===== config.mk =====
export PLATFORM = sky130hd
export DESIGN_NAME = http_chunked_body_decoder
export DESIGN_NICKNAME = d
export VERILOG_FILES = /design/src/hdl/hcbd_pkg.sv /design/src/hdl/hcbd_in_reg.sv /design/src/hdl/hcbd_step.sv /design/src/hdl/hcbd_out_reg.sv /design/src/hdl/http_chunked_body_decoder.sv
export SDC_FILE = /design/constraint.sdc
export NUM_CORES = 1
export LEC_CHECK = 0
export BUFFER_PORTS_ARGS = -buffer_cell sky130_fd_sc_hd__buf_4
export CORE_MARGIN = 2
export CORE_UTILIZATION = 55
export DETAILED_ROUTE_END_ITERATION = 8
export PLACE_DENSITY = 0.77
export SLEW_MARGIN = 20
export SYNTH_ARGS = -nofsm -noshare
export SYNTH_HDL_FRONTEND = slang
export SYNTH_SLANG_ARGS = --single-unit
export TNS_END_PERCENT = 100

===== constraint.sdc =====
create_clock -name clk -period 3.9 [get_ports clk]
set_input_delay 0.39 -clock clk [delete_from_list [all_inputs] [get_ports clk]]
set_output_delay 0.39 -clock clk [all_outputs]
set_load 0.1 [all_outputs]

===== src/hdl/hcbd_pkg.sv =====
// ----------------------------------------------------------------------------
// hcbd_pkg
// Shared types, constants and helpers for the chunked body decoder.
// ----------------------------------------------------------------------------
`default_nettype none

package hcbd_pkg;

  localparam int unsigned ChunkSizeBitsDefault = 32;
  localparam int unsigned MaxBodyWidth         = 25;
  localparam logic [MaxBodyWidth-1:0] MaxBodyReset = 25'd1048576;

  localparam logic [7:0] CharLf = 8'h0a;

  localparam logic [1:0] ERR_NONE      = 2'd0;
  localparam logic [1:0] ERR_MALFORMED = 2'd1;
  localparam logic [1:0] ERR_TOO_LARGE = 2'd2;

  typedef struct packed {
    logic [7:0] data_byte;
    logic       end_of_stream;
    logic       new_message;
  } item_t;

  typedef struct packed {
    logic [7:0] body_byte;
    logic       byte_valid;
    logic       finished;
    logic [1:0] error_code;
  } result_t;

  // Bit 4 flags a hex digit, bits 3:0 carry its value.
  function automatic logic [4:0] hex_digit(input logic [7:0] c);
    logic [4:0] r;
    r = 5'd0;
    if (c >= 8'h30 && c <= 8'h39) begin
      r = {1'b1, 4'(c - 8'h30)};
    end else if (c >= 8'h61 && c <= 8'h66) begin
      r = {1'b1, 4'(c - 8'h57)};
    end else if (c >= 8'h41 && c <= 8'h46) begin
      r = {1'b1, 4'(c - 8'h37)};
    end
    return r;
  endfunction

endpackage

`default_nettype wire


===== src/hdl/hcbd_in_reg.sv =====
// ----------------------------------------------------------------------------
// hcbd_in_reg
// Input register: captures one beat and holds it until the decode step takes it.
// ----------------------------------------------------------------------------
`default_nettype none

module hcbd_in_reg (
  input  wire logic            clk,
  input  wire logic            rst,
  input  wire logic            in_valid,
  output logic                 in_stall,
  input  wire hcbd_pkg::item_t in_item,
  input  wire logic            advance,
  output logic                 held_valid,
  output hcbd_pkg::item_t      held_item
);

  assign in_stall = held_valid && !advance;

  always_ff @(posedge clk) begin
    if (rst) begin
      held_valid <= 1'b0;
    end else if (!in_stall) begin
      held_valid <= in_valid;
    end
  end

  always_ff @(posedge clk) begin
    if (!in_stall && in_valid) begin
      held_item <= in_item;
    end
  end

endmodule

`default_nettype wire


===== src/hdl/hcbd_step.sv =====
// ----------------------------------------------------------------------------
// hcbd_step
// Framing state and next-state logic: one raw byte in, one result out per beat.
// ----------------------------------------------------------------------------
`default_nettype none

module hcbd_step #(
  parameter int unsigned ChunkSizeBits = hcbd_pkg::ChunkSizeBitsDefault
) (
  input  wire logic                                 clk,
  input  wire logic                                 rst,
  input  wire logic                                 advance,
  input  wire hcbd_pkg::item_t                      item,
  input  wire logic [hcbd_pkg::MaxBodyWidth-1:0]    max_body_bytes,
  output hcbd_pkg::result_t                         result
);

  localparam logic [2:0] PH_SIZE  = 3'd0;
  localparam logic [2:0] PH_DATA  = 3'd1;
  localparam logic [2:0] PH_TRAIL = 3'd2;
  localparam logic [2:0] PH_FINAL = 3'd3;
  localparam logic [2:0] PH_DONE  = 3'd4;
  localparam logic [2:0] PH_ERROR = 3'd5;

  logic [2:0]                        phase, phase_next;
  logic [ChunkSizeBits-1:0]          chunk_remaining, chunk_remaining_next;
  logic                              hex_ended, hex_ended_next;
  logic [hcbd_pkg::MaxBodyWidth-1:0] body_count, body_count_next;
  logic [1:0]                        error_seen, error_seen_next;

  always_comb begin
    logic [2:0]                        ph;
    logic [ChunkSizeBits-1:0]          chunk;
    logic                              hend;
    logic [hcbd_pkg::MaxBodyWidth-1:0] cnt;
    logic [1:0]                        err;
    logic [4:0]                        hex;
    logic [ChunkSizeBits-1:0]          chunk_dec;

    ph    = phase;
    chunk = chunk_remaining;
    hend  = hex_ended;
    cnt   = body_count;
    err   = error_seen;
    hex   = hcbd_pkg::hex_digit(item.data_byte);
    chunk_dec = chunk_remaining - ChunkSizeBits'(1);

    result.body_byte  = 8'd0;
    result.byte_valid = 1'b0;

    // New message restarts framing before this byte is looked at.
    if (item.new_message) begin
      ph    = PH_SIZE;
      chunk = '0;
      hend  = 1'b0;
      cnt   = '0;
      err   = hcbd_pkg::ERR_NONE;
    end

    if (ph == PH_DONE || ph == PH_ERROR) begin
      // hold until the next message
    end else if (item.end_of_stream) begin
      if (ph == PH_FINAL) begin
        ph = PH_DONE;
      end else begin
        ph  = PH_ERROR;
        err = hcbd_pkg::ERR_MALFORMED;
      end
    end else begin
      case (ph)
        PH_SIZE: begin
          if (item.data_byte == hcbd_pkg::CharLf) begin
            ph   = (chunk == '0) ? PH_FINAL : PH_DATA;
            hend = 1'b0;
          end else if (!hend) begin
            if (!hex[4]) begin
              hend = 1'b1;
            end else if (|chunk[ChunkSizeBits-1 -: 4]) begin
              // size no longer fits: saturate
              chunk = '1;
            end else begin
              chunk = {chunk[ChunkSizeBits-5:0], hex[3:0]};
            end
          end
        end
        PH_DATA: begin
          if (cnt < max_body_bytes) begin
            result.body_byte  = item.data_byte;
            result.byte_valid = 1'b1;
            cnt   = cnt + hcbd_pkg::MaxBodyWidth'(1);
            chunk = chunk_dec;
            if (chunk_dec == '0) begin
              ph = PH_TRAIL;
            end
          end else begin
            ph  = PH_ERROR;
            err = hcbd_pkg::ERR_TOO_LARGE;
          end
        end
        PH_TRAIL: begin
          if (item.data_byte == hcbd_pkg::CharLf) begin
            ph    = PH_SIZE;
            chunk = '0;
            hend  = 1'b0;
          end
        end
        PH_FINAL: begin
          if (item.data_byte == hcbd_pkg::CharLf) begin
            ph = PH_DONE;
          end
        end
        default: begin
          ph  = PH_ERROR;
          err = hcbd_pkg::ERR_MALFORMED;
        end
      endcase
    end

    phase_next           = ph;
    chunk_remaining_next = chunk;
    hex_ended_next       = hend;
    body_count_next      = cnt;
    error_seen_next      = err;

    result.finished   = (ph == PH_DONE);
    result.error_code = err;
  end

  always_ff @(posedge clk) begin
    if (rst) begin
      phase           <= PH_SIZE;
      chunk_remaining <= '0;
      hex_ended       <= 1'b0;
      body_count      <= '0;
      error_seen      <= hcbd_pkg::ERR_NONE;
    end else if (advance) begin
      phase           <= phase_next;
      chunk_remaining <= chunk_remaining_next;
      hex_ended       <= hex_ended_next;
      body_count      <= body_count_next;
      error_seen      <= error_seen_next;
    end
  end

  a_stop_holds: assert property (@(posedge clk) disable iff (rst)
    (advance && !item.new_message && (phase == PH_DONE || phase == PH_ERROR))
    |=> ($stable(phase) && $stable(error_seen)))
    else $error("stopped decoder changed state");

  a_byte_only_in_data: assert property (@(posedge clk) disable iff (rst)
    result.byte_valid |-> (phase == PH_DATA && !item.new_message))
    else $error("body byte delivered outside data phase");

  a_error_stops: assert property (@(posedge clk) disable iff (rst)
    (result.error_code != hcbd_pkg::ERR_NONE) |-> (phase_next == PH_ERROR))
    else $error("error reported without stopping");

  a_done_or_error: assert property (@(posedge clk) disable iff (rst)
    !(result.finished && result.error_code != hcbd_pkg::ERR_NONE))
    else $error("finished together with an error");

endmodule

`default_nettype wire


===== src/hdl/hcbd_out_reg.sv =====
// ----------------------------------------------------------------------------
// hcbd_out_reg
// Result register: holds one result beat until the receiver takes it.
// ----------------------------------------------------------------------------
`default_nettype none

module hcbd_out_reg (
  input  wire logic              clk,
  input  wire logic              rst,
  input  wire logic              load,
  input  wire hcbd_pkg::result_t load_result,
  output logic                   can_load,
  output logic                   out_valid,
  input  wire logic              out_stall,
  output hcbd_pkg::result_t      out_result
);

  assign can_load = !out_valid || !out_stall;

  always_ff @(posedge clk) begin
    if (rst) begin
      out_valid <= 1'b0;
    end else if (can_load) begin
      out_valid <= load;
    end
  end

  always_ff @(posedge clk) begin
    if (can_load && load) begin
      out_result <= load_result;
    end
  end

endmodule

`default_nettype wire


===== src/hdl/http_chunked_body_decoder.sv =====
// ----------------------------------------------------------------------------
// http_chunked_body_decoder
// Strips chunked transfer framing from a raw body byte stream.
// ----------------------------------------------------------------------------
// An accepted beat sits in the input register, then its result is registered.
// Throughput: one byte per cycle unless stalled; framing updates in a single pass.
// A stalled output holds the result register and backs up into the input one.
// Reset (rst, synchronous): framing state cleared, both stages empty,
// max_body_bytes back to 1048576.
// ----------------------------------------------------------------------------
`default_nettype none

module http_chunked_body_decoder #(
  parameter int unsigned ChunkSizeBits = hcbd_pkg::ChunkSizeBitsDefault
) (
  input  wire logic                              clk,
  input  wire logic                              rst,
  input  wire logic                              cfg_valid,
  output logic                                   cfg_ready,
  input  wire logic [hcbd_pkg::MaxBodyWidth-1:0] cfg_data,
  input  wire logic                              in_valid,
  output logic                                   in_stall,
  input  wire logic [7:0]                        data_byte,
  input  wire logic                              end_of_stream,
  input  wire logic                              new_message,
  output logic                                   out_valid,
  input  wire logic                              out_stall,
  output logic [7:0]                             body_byte,
  output logic                                   byte_valid,
  output logic                                   finished,
  output logic [1:0]                             error_code
);

  logic [hcbd_pkg::MaxBodyWidth-1:0] max_body_bytes;
  hcbd_pkg::item_t   in_item, held_item;
  hcbd_pkg::result_t step_result, out_result;
  logic              held_valid, can_load, advance;

  assign cfg_ready = 1'b1;

  always_ff @(posedge clk) begin
    if (rst) begin
      max_body_bytes <= hcbd_pkg::MaxBodyReset;
    end else if (cfg_valid && cfg_ready) begin
      max_body_bytes <= cfg_data;
    end
  end

  assign in_item.data_byte     = data_byte;
  assign in_item.end_of_stream = end_of_stream;
  assign in_item.new_message   = new_message;

  assign advance = held_valid && can_load;

  hcbd_in_reg u_in_reg (
    .clk       (clk),
    .rst       (rst),
    .in_valid  (in_valid),
    .in_stall  (in_stall),
    .in_item   (in_item),
    .advance   (advance),
    .held_valid(held_valid),
    .held_item (held_item)
  );

  hcbd_step #(
    .ChunkSizeBits(ChunkSizeBits)
  ) u_step (
    .clk           (clk),
    .rst           (rst),
    .advance       (advance),
    .item          (held_item),
    .max_body_bytes(max_body_bytes),
    .result        (step_result)
  );

  hcbd_out_reg u_out_reg (
    .clk        (clk),
    .rst        (rst),
    .load       (held_valid),
    .load_result(step_result),
    .can_load   (can_load),
    .out_valid  (out_valid),
    .out_stall  (out_stall),
    .out_result (out_result)
  );

  assign body_byte  = out_result.body_byte;
  assign byte_valid = out_result.byte_valid;
  assign finished   = out_result.finished;
  assign error_code = out_result.error_code;

endmodule

`default_nettype wire


== Yosys cells after proc, flatten, opt, wreduce, memory -nomap -nowiden ==
Index checks and enable logic that the tools add are counted.
Word-level totals
  register bits after elaboration: 112
  logic and storage cells: 99
  output and inout port bits: 15
Operators by class
  reductions and logical operators: 19
  equality and inequality tests: 7
  bitwise logic cells: 2
  add/sub/neg operators: 5
  order comparisons: 7
  multiplexer cells: 44
Operators by type and width (number)
  $mux 32: 9
  $mux 25: 5
  $pmux 32 s3: 1
  $logic_not 32->1: 2
  $sub 32x1->32 const B: 1
  $add 25x1->25 const B: 1
  $lt 25x25->1: 1
  $mux 3: 8
  $ge 8x7->1 const B: 2
  $le 8x7->1 const B: 2
  $mux 5: 3
  $mux 2: 6
  $pmux 3 s4: 1
  $eq 3x3->1 const B: 3
  $mux 1: 9
  $eq 8x4->1 const B: 1
  $ge 8x6->1 const B: 1
  $le 8x6->1 const B: 1
  $reduce_or 4->1: 2
  $sub 4x3->4 const B: 2
  $eq 3x2->1 const B: 2
  $logic_and 1x1->1: 6
  $reduce_or 3->1: 2
  $logic_not 1->1: 4
  7 further kinds: 9

== Depth between registers and ports, before layout ==
Gate-level depths: netlist of the first run.
  depth after elaboration: 12
  depth in mapped cells: 16
  gate-level depth less buffers: 9

== Hierarchy ==
Synthesis of the first run repeated with hierarchy kept, for this count alone.
Unflattened totals
  cell total of the unflattened synthesis: 900
  area, all modules: 7298.2 sq um
By module, submodules not included
  hcbd_step: times used 1, seq. area each 1261.2 sq um, area each 5620.4 sq um, cells each 785
  http_chunked_body_decoder: times used 1, seq. area each 500.5 sq um, area each 928.4 sq um, cells each 84
  hcbd_out_reg: times used 1, seq. area each 380.4 sq um, area each 399.1 sq um, cells each 17
  hcbd_in_reg: times used 1, seq. area each 320.3 sq um, area each 350.3 sq um, cells each 14

== Worst setup path before layout of the first run ==
OpenSTA, ideal clock, no wires.
  path kind: reg-to-reg
  start point: reg u_in_reg.held_item[0] (netlist name)
  end point: reg u_step.body_count[15] (netlist name)
  buffers on the path: 6
  clock period less this slack: 4.048 ns
  stages on the path, launching flop included: 15
  arrival time: 3.927 ns
  library setup time: 0.121 ns
  path slack: -0.148 ns
  data required time: 3.779 ns
  path through: edfxtp_1 > buf_2 > clkbuf_1 > buf_1 > clkbuf_1 > clkbuf_1 > nor2b_1 > ha_1 > a211oi_1 > o21bai_1 > or3_1 > clkbuf_1 > nor4_2 > and3_1 > mux2_2
Between the ends
  longest elaborated chain between the ends: 6
  elaborated cells between the ends (all ways): 12
  those cells by class: add/sub: 1; order compare: 1; eq/ne: 3; mux: 6; reduce/logical: 1
RTL lines
  $mux 25: line hcbd_step.sv:52  | if (item.new_message) begin
  $add 25x1->25 or $lt 25x25->1 (tied branches): line hcbd_step.sv:90, hcbd_step.sv:87
  $mux 25: line hcbd_step.sv:87  | if (cnt < max_body_bytes) begin
  $mux 25: line hcbd_step.sv:70  | case (ph)
  $mux 25: line hcbd_step.sv:62  | end else if (item.end_of_stream) begin
  $mux 25 (*): line hcbd_step.sv:60  | if (ph == PH_DONE || ph == PH_ERROR) begin
  to (signal assigned): line hcbd_step.sv:140  | body_count <= body_count_next;
  to (decl): line hcbd_step.sv:28  | logic [hcbd_pkg::MaxBodyWidth-1:0] body_count, body_count_next;
Mark *: on every way between the ends. The rest lies on a longest branch, timed or not.
A chain may end at the register's enable or synchronous reset.

== Worst setup path after layout of the first run ==
  start point: reg u_in_reg.held_item[0] (netlist name)
  end point: reg u_step.chunk_remaining[2]
Between the ends
  longest elaborated chain between the ends: 9
  elaborated cells between the ends (all ways): 21
  those cells by class: order compare: 1; eq/ne: 4; mux: 13; reduce/logical: 3
RTL lines
  parallel branches: the longest is 8 deep, another holds $lt 25x25->1
  $mux 32 (*): line hcbd_step.sv:60
  to (signal assigned): line hcbd_step.sv:138  | chunk_remaining <= chunk_remaining_next;
  to (decl): line hcbd_step.sv:26  | logic [ChunkSizeBits-1:0] chunk_remaining, chunk_remaining_next;
Every way passes the cells marked *.

==> results of run 1 <==
==> worst max-delay path, cell delays in order, from the launching register on <==
cell	delay, ns
edfxtp_1	0.66
buf_4	0.28
nor2b_1	0.07
ha_1	0.30
nand4_1	0.11
nor4_1	0.47
o2111ai_1	0.27
o21ai_2	0.36
buf_4	0.30
o31ai_1	0.17
a221oi_1	0.32
o2bb2ai_1	0.10
==> cells by family (layout without fill, tap and decap cells) <==
kind of cell	count (synthesis)	after routing	share of synthesized area
AND/OR/NAND/NOR	353	353	0.2525
AO/OA/AOI/OAI	237	237	0.2266
flip-flops	112	112	0.3360
buffers and inverters	105	141	0.05805
multiplexers	34	34	0.04712
adder cells (fa/ha/maj)	31	31	0.05293
XOR/XNOR	22	22	0.02629
other	1	1	0.0005117
==> power by group through the flow <==
stage,logic [W],registers [W],clock network (W)
2_1_floorplan,0.000302,0.00131,0
3_3_place_gp,0.000462,0.00128,0
3_5_place_dp,0.000464,0.00128,0
4_1_cts,0.000467,0.00125,0.000910
5_1_grt,0.000516,0.00126,0.000962
6_report,0.000477,0.00125,0.000897
==> worst min path at each step <==
stage | start | endpoint
detailed placement | u_step.hex_ended$_SDFFE_PP0P_ | u_step.hex_ended$_SDFFE_PP0P_
global placement | u_step.hex_ended$_SDFFE_PP0P_ | u_step.hex_ended$_SDFFE_PP0P_
CTS | end_of_stream | u_in_reg.held_item[1]$_DFFE_PP_
floorplan | u_step.hex_ended$_SDFFE_PP0P_ | u_step.hex_ended$_SDFFE_PP0P_
finish | end_of_stream | u_in_reg.held_item[1]$_DFFE_PP_
global route | new_message | u_in_reg.held_item[0]$_DFFE_PP_
==> metrics by stage <==
stage,instance area [µm²],worst slack (ns)
finish,8197,0.3459
global route,8197,0.03058
CTS,8180,0.2581
detailed placement,7901,0.2757
global placement,7901,0.3766
floorplan,7343,0.001724
==> cell usage after synthesis, types with 6 or more instances <==
master / instances
dfxtp_1: 90
nand2_1: 80
nor2_1: 76
o21ai_0: 49
inv_1: 47
a21oi_1: 42
clkbuf_1: 38
nand3_1: 35
ha_1: 31
mux2i_1: 30
nor2b_1: 30
nand4_1: 24
edfxtp_1: 22
and3_1: 20
nor4_1: 19
a22oi_1: 17
nor3_1: 17
o211ai_1: 13
o2bb2ai_1: 13
xnor2_1: 12
a31oi_1: 11
buf_2: 10
xor2_1: 10
or3_1: 9
a21o_1: 8
a31o_2: 8
a211oi_1: 7
a221oi_1: 7
and2_1: 7
buf_1: 7
o31ai_1: 7
nand2b_1: 6
o21a_1: 6
==> layer usage <==
layer  up-vias  part of all wire  track usage  wire length, µm
li1       3386                 -            -                -
met1      3280              0.46       0.4148             8996
met2       315              0.43       0.4221             8549
met3        51             0.087      0.05508             1706
met4         0             0.024      0.08971              468
met5         -                 0            0                0
==> area by class of cell <==
| type | instances | area [µm²] | area share |
|---|---|---|---|
| clock buffers | 14 | 265.3 | 0.03236 |
| clock inverters | 2 | 13.76 | 0.001679 |
| inverters | 47 | 176.4 | 0.02152 |
| multi-input cells | 678 | 4473 | 0.5457 |
| flip-flops and latches | 112 | 2462 | 0.3004 |
| well taps | 176 | 220.2 | 0.02687 |
| repair buffers | 78 | 585.6 | 0.07144 |
==> flip-flops by register name (all words and copies together) (netlist names) <==
signal                  cells
u_step.phase                3
u_step.hex_ended            1
u_in_reg.held_item         10
u_out_reg.out_valid         1
u_in_reg.held_valid         1
u_step.error_seen           2
u_step.chunk_remaining     32
max_body_bytes             25
u_out_reg.out_result       12
u_step.body_count          25
==> what timing repair did <==
item                                    4_1_cts  5_1_grt
hold buffers                                  0        0
setup buffers                                 0        1
hold endpoints to repair                      0        0
endpoints found under the setup margin        0       26
==> flow_summary.toml, run 1 <==
[timing]
setup_viol = 0
rsz0062_at_grt = "no"
tightest_slew_ns = 0.9567
fin_crit_sh = 0.9113
drv_slew = 0
clock.fmax_ghz = 0.2814
fin_tns_setup_ns = 0
max_slew_margin = 0.3622
finClkSkew_ns = 0.006213
fin_worst_hold_slack_ns = 0.2034
hold_violations = 0
fin_crit_ns = 3.554

[clocking]
cts-buffers-inserted = 9
ctsResizeCount = 0
h-tree-depth = 3
cts_sinks = 112
clockBufferDepth = 2
cts.reportedPaths.clkPinSlew_ns = 0.07
clkLatencyLatePin_ns = 0.36
cts_tree = "done"
cts_root_buffer = "clkbuf_16"

[global_route]
grt_pass1_vias = 6376
grt_usage = 0.2839
grt_start_max_net_pins = 57
grt_antenna_before_repair = 0
overflow = 0
grt_pass1_wl_um = 32950

[layout]
drive_gt1_frac = 0.1332
diodes = 0
nFillCells = 1169
final_common_cell = "dfxtp_1"
stdcell_count = 1107
layout.nets = 997
final_cell_mix = "dfxtp_1 (90), nand2_1 (80), buf_4 (78)"
area_delta_synth_final_pct = 11.85
utilization = 0.6239

[power]
pwr-share-seq = 0.477
p_int_w = 0.001861
comb_power_share = 0.182
ir_drop_mv = 0.1926
p_leak_nw = 3.240
switchingPower_w = 0.0007681
power_w = 0.002629
p_clk_frac = 0.341
swShare = 0.2922
power_density_nw_per_um2 = 320.7

[setup_path]
required_ns = 4.13
reg2reg_slack_ns = 0.35
critPathLaunchType = "register"
worst_r2r_endpoint = "u_step.chunk_remaining[2]$_SDFFE_PP0P_"
end_kind = "register"
worstSetupEndpoint = "u_step.chunk_remaining[2]$_SDFFE_PP0P_"
rr_startpoint = "u_in_reg.held_item[0]$_DFFE_PP_"
cp-startpoint = "u_in_reg.held_item[0]$_DFFE_PP_"
path_class = "reg2reg"
worstPathArrival_ns = 3.78
r2r_cells = 11
path_max_fanout = 14

[synth]
ys.flop_type = "dfxtp_1"
synth.avg_cell_area_um2 = 8.188
synth_warnings = 0
syn-cell-area_um2 = 7328
synthCells = 895
yosysSeqAreaShare = 0.3360
async_reset_ff_frac = 0
yosysTopAreaCell = "dfxtp_1"
synth_top_area_share = 0.2459
ys_top_cells_by_area = "dfxtp_1 (25%), edfxtp_1 (9.0%), ha_1 (5.3%)"
syn-num-nets = 966
synth_edf_count = 22
synth-seq-cells = 112
synth_cell_types = 82

[drt]
viasPerCell = 6.352
vias = 7032
drc_errors = 0
postRouteAntennaNets = 0
drt_wl_total_um = 19720
dr.pass1.iters = 6
wl_per_cell_um = 17.81
drt_iter0_markers = 952

[floorplan]
dieHeight_um = 119.4
die_area_um2 = 14260
initial_core_util = 0.5578
die_x_um = 119.4
io_pins = 55
core_um2 = 13140
rows = 42

[worst_hold_path]
hold_path_class = "in2reg"
holdPathStages = 1

[place]
portBuffers = 53
place_congestion = 0.9725
placed_cells = 1090
dp_hpwl_um = 13740

[run]
drv_cap = 0

[status]
outcome = "completed"
Note: power is estimated with default switching activity, not from simulation.
==> inputs of run 2 (changes only) <==
--- a/config.mk
+++ b/config.mk
@@ -7,9 +7,10 @@
 export LEC_CHECK = 0
 export BUFFER_PORTS_ARGS = -buffer_cell sky130_fd_sc_hd__buf_4
 export CORE_MARGIN = 2
-export CORE_UTILIZATION = 55
+export CORE_UTILIZATION = 61
 export DETAILED_ROUTE_END_ITERATION = 8
-export PLACE_DENSITY = 0.77
+export PLACE_DENSITY = 0.81
+export SETUP_SLACK_MARGIN = 0.4
 export SLEW_MARGIN = 20
 export SYNTH_ARGS = -nofsm -noshare
 export SYNTH_HDL_FRONTEND = slang
==> constraint.sdc (replaced) <==
create_clock -name clk -period 4 [get_ports clk]
set_input_delay 0.4 -clock clk [delete_from_list [all_inputs] [get_ports clk]]
set_output_delay 0.4 -clock clk [all_outputs]
set_load 0.1 [all_outputs]
==> flow_summary.toml, run 2 (same netlist as run 1, synthesis figures left out) <==
[setup_path]
worstSetupPathDepth = 14
cpMaxStageDelayCell = "nor4_1"
end_kind = "register"
worst_r2r_endpoint = "u_step.body_count[3]$_SDFFE_PP0P_"
path_common_cell = "buf_4"
critPathLaunchType = "register"
path_class = "reg2reg"
worstPathArrival_ns = 3.69
path_max_fanout = 18
crit_chain = "buf_12 -> nor2b_1 -> ha_1 -> nand4_1 -> nor4_1 -> buf_4 -> o2111ai_1 -> o21ai_2 -> buf_4 -> nor4_4 -> buf_4 -> buf_12 -> a21o_1 -> a21oi_1"
required_ns = 4.29
reg2reg_slack_ns = 0.60
r2r_cells = 14
rr_startpoint = "u_in_reg.held_item[0]$_DFFE_PP_"
critical_path_buf_inv_count = 5
crit_family = "compound AO/OA/AOI/OAI gates"
worstSetupEndpoint = "u_step.body_count[3]$_SDFFE_PP0P_"
cp-startpoint = "u_in_reg.held_item[0]$_DFFE_PP_"
slowest_delay_ns = 0.46

[layout]
reg_top3 = "u_step.chunk_remaining: 32 flops, max_body_bytes: 25 flops, u_step.body_count: 25 flops"
final_common_cell = "dfxtp_1"
diodes = 0
final_cell_mix = "dfxtp_1 (90), buf_4 (82), nand2_1 (80)"
layout.nets = 1005
largest_reg_flops = 32
stdcell_area_um2 = 8284
drive_gt1_frac = 0.1438
area_delta_synth_final_pct = 13.04
regMostFlops = "u_step.chunk_remaining"

[drt]
wl_per_cell_um = 19.83
viasPerCell = 6.721
vias = 7299
drc_errors = 0
dr.pass1.iters = 6
drt_wl_total_um = 21530
postRouteAntennaNets = 0
drt_iter0_markers = 909

[floorplan]
rows = 40
core_um2 = 11860
die_x_um = 113.6
die_area_um2 = 12910
dieHeight_um = 113.6
io_pins = 55
initial_core_util = 0.6178

[power]
switchingPower_w = 0.0008092
ir_drop_mv = 0.4255
pwr-share-seq = 0.470
p_int_w = 0.001791
power_density_nw_per_um2 = 313.9
swShare = 0.3112
comb_power_share = 0.187
p_leak_nw = 3.288
p_clk_frac = 0.343

[clocking]
cts_sinks = 112
h-tree-depth = 3
cts_root_buffer = "clkbuf_16"
cts.reportedPaths.clkPinSlew_ns = 0.08
cts-buffers-inserted = 9
clockBufferDepth = 2
hold_buffers = 0
clkLatencyLatePin_ns = 0.36
cts_tree = "done"

[global_route]
overflow = 0
grt_pass1_vias = 7082
grt_pass1_wl_um = 35310
grt_start_max_net_pins = 57
grt.busiest_layer = "met2"
grt_use_met1 = 0.4642
grt_antenna_before_repair = 0
grt_usage = 0.3392
use_met3 = 0.07970
grt_use_met2 = 0.5277

[timing]
finClkSkew_ns = 0.007678
fin_crit_ns = 3.396
rsz0062_at_grt = "no"
hold_violations = 0
setup_viol = 0
clock.fmax_ghz = 0.2944
drv_slew = 0
fin_crit_sh = 0.8491
fin_tns_setup_ns = 0
setup_ws_ns = 0.6035
tightest_slew_ns = 1.010
max_slew_margin = 0.3253

[status]
outcome = "completed"

[place]
pre_cts_slack_ns = 0.2790
placed_area_um2 = 7928
dp_hpwl_um = 15100
portBuffers = 53
place_congestion = 0.9975

[worst_hold_path]
holdPathStages = 1
hold_path_class = "in2reg"

[run]
drv_cap = 0
==> run 2: cell types whose count changed in the layout (fill, tap and decap cells not counted), moves of 2 or more <==
cell / previous run / this run
buf_12: 0 / 4
buf_4: 78 / 82
clkbuf_1: 4 / 1
clkinvlp_4: 0 / 3
inv_8: 0 / 2
==> run 2: per-layer routing <==
| metal | part of all wire | up-vias |
|---|---|---|
| li1 | - | 3401 |
| met1 | 0.43 | 3436 |
| met3 | 0.091 | 60 |
| met5 | 0 | - |
| met4 | 0.024 | 0 |
| met2 | 0.46 | 402 |
==> run 2: area by class of cell <==
| class | count | area (µm²) |
|---|---|---|
| inverter | 47 | 176.4 |
| multi-input combinational | 678 | 4483 |
| clock inverter | 6 | 53.80 |
| clock buffer | 10 | 229.0 |
| fill | 942 | 3577 |
| sequential | 112 | 2462 |
| tap | 147 | 183.9 |
| timing repair buffer | 86 | 695.7 |
==> run 2: repair_timing <==
| action | 4_1_cts | 5_1_grt |
|---|---|---|
| pin swaps | 0 | 1 |
| endpoints found under the setup margin | 7 | 56 |
| resized for setup | 1 | 1 |
| buffers inserted | 0 | 4 |
==> run 2: worst min path at each step <==
stage	from	end	slack (ns)
final	data_byte[3]	u_in_reg.held_item[5]$_DFFE_PP_	0.21
after global routing	data_byte[1]	u_in_reg.held_item[3]$_DFFE_PP_	0.20
after CTS	data_byte[3]	u_in_reg.held_item[5]$_DFFE_PP_	0.20
after detailed placement	u_step.hex_ended$_SDFFE_PP0P_	u_step.hex_ended$_SDFFE_PP0P_	0.46
after global placement	u_step.hex_ended$_SDFFE_PP0P_	u_step.hex_ended$_SDFFE_PP0P_	0.45
after floorplan	u_step.hex_ended$_SDFFE_PP0P_	u_step.hex_ended$_SDFFE_PP0P_	0.44
==> run 2: metrics by stage <==
stage	hold WS, ns	instances	utilization	power (W)
2_1_floorplan	0.4363	895	-	0.001572
3_3_place_gp	0.4463	1066	0.6684	0.001704
3_5_place_dp	0.4559	1066	0.6684	0.001715
4_1_cts	0.2050	1082	0.6929	0.002592
5_1_grt	0.1985	1086	0.6984	0.002688
6_report	0.2114	1086	0.6984	0.002600
==> run 2: power groups by stage <==
stage	logic [W]	registers, W	clock network [W]
6_report	0.000486	0.00122	0.000893
5_1_grt	0.000523	0.00123	0.000938
4_1_cts	0.000470	0.00122	0.000900
3_5_place_dp	0.000467	0.00125	0
3_3_place_gp	0.000457	0.00125	0
2_1_floorplan	0.000295	0.00128	0
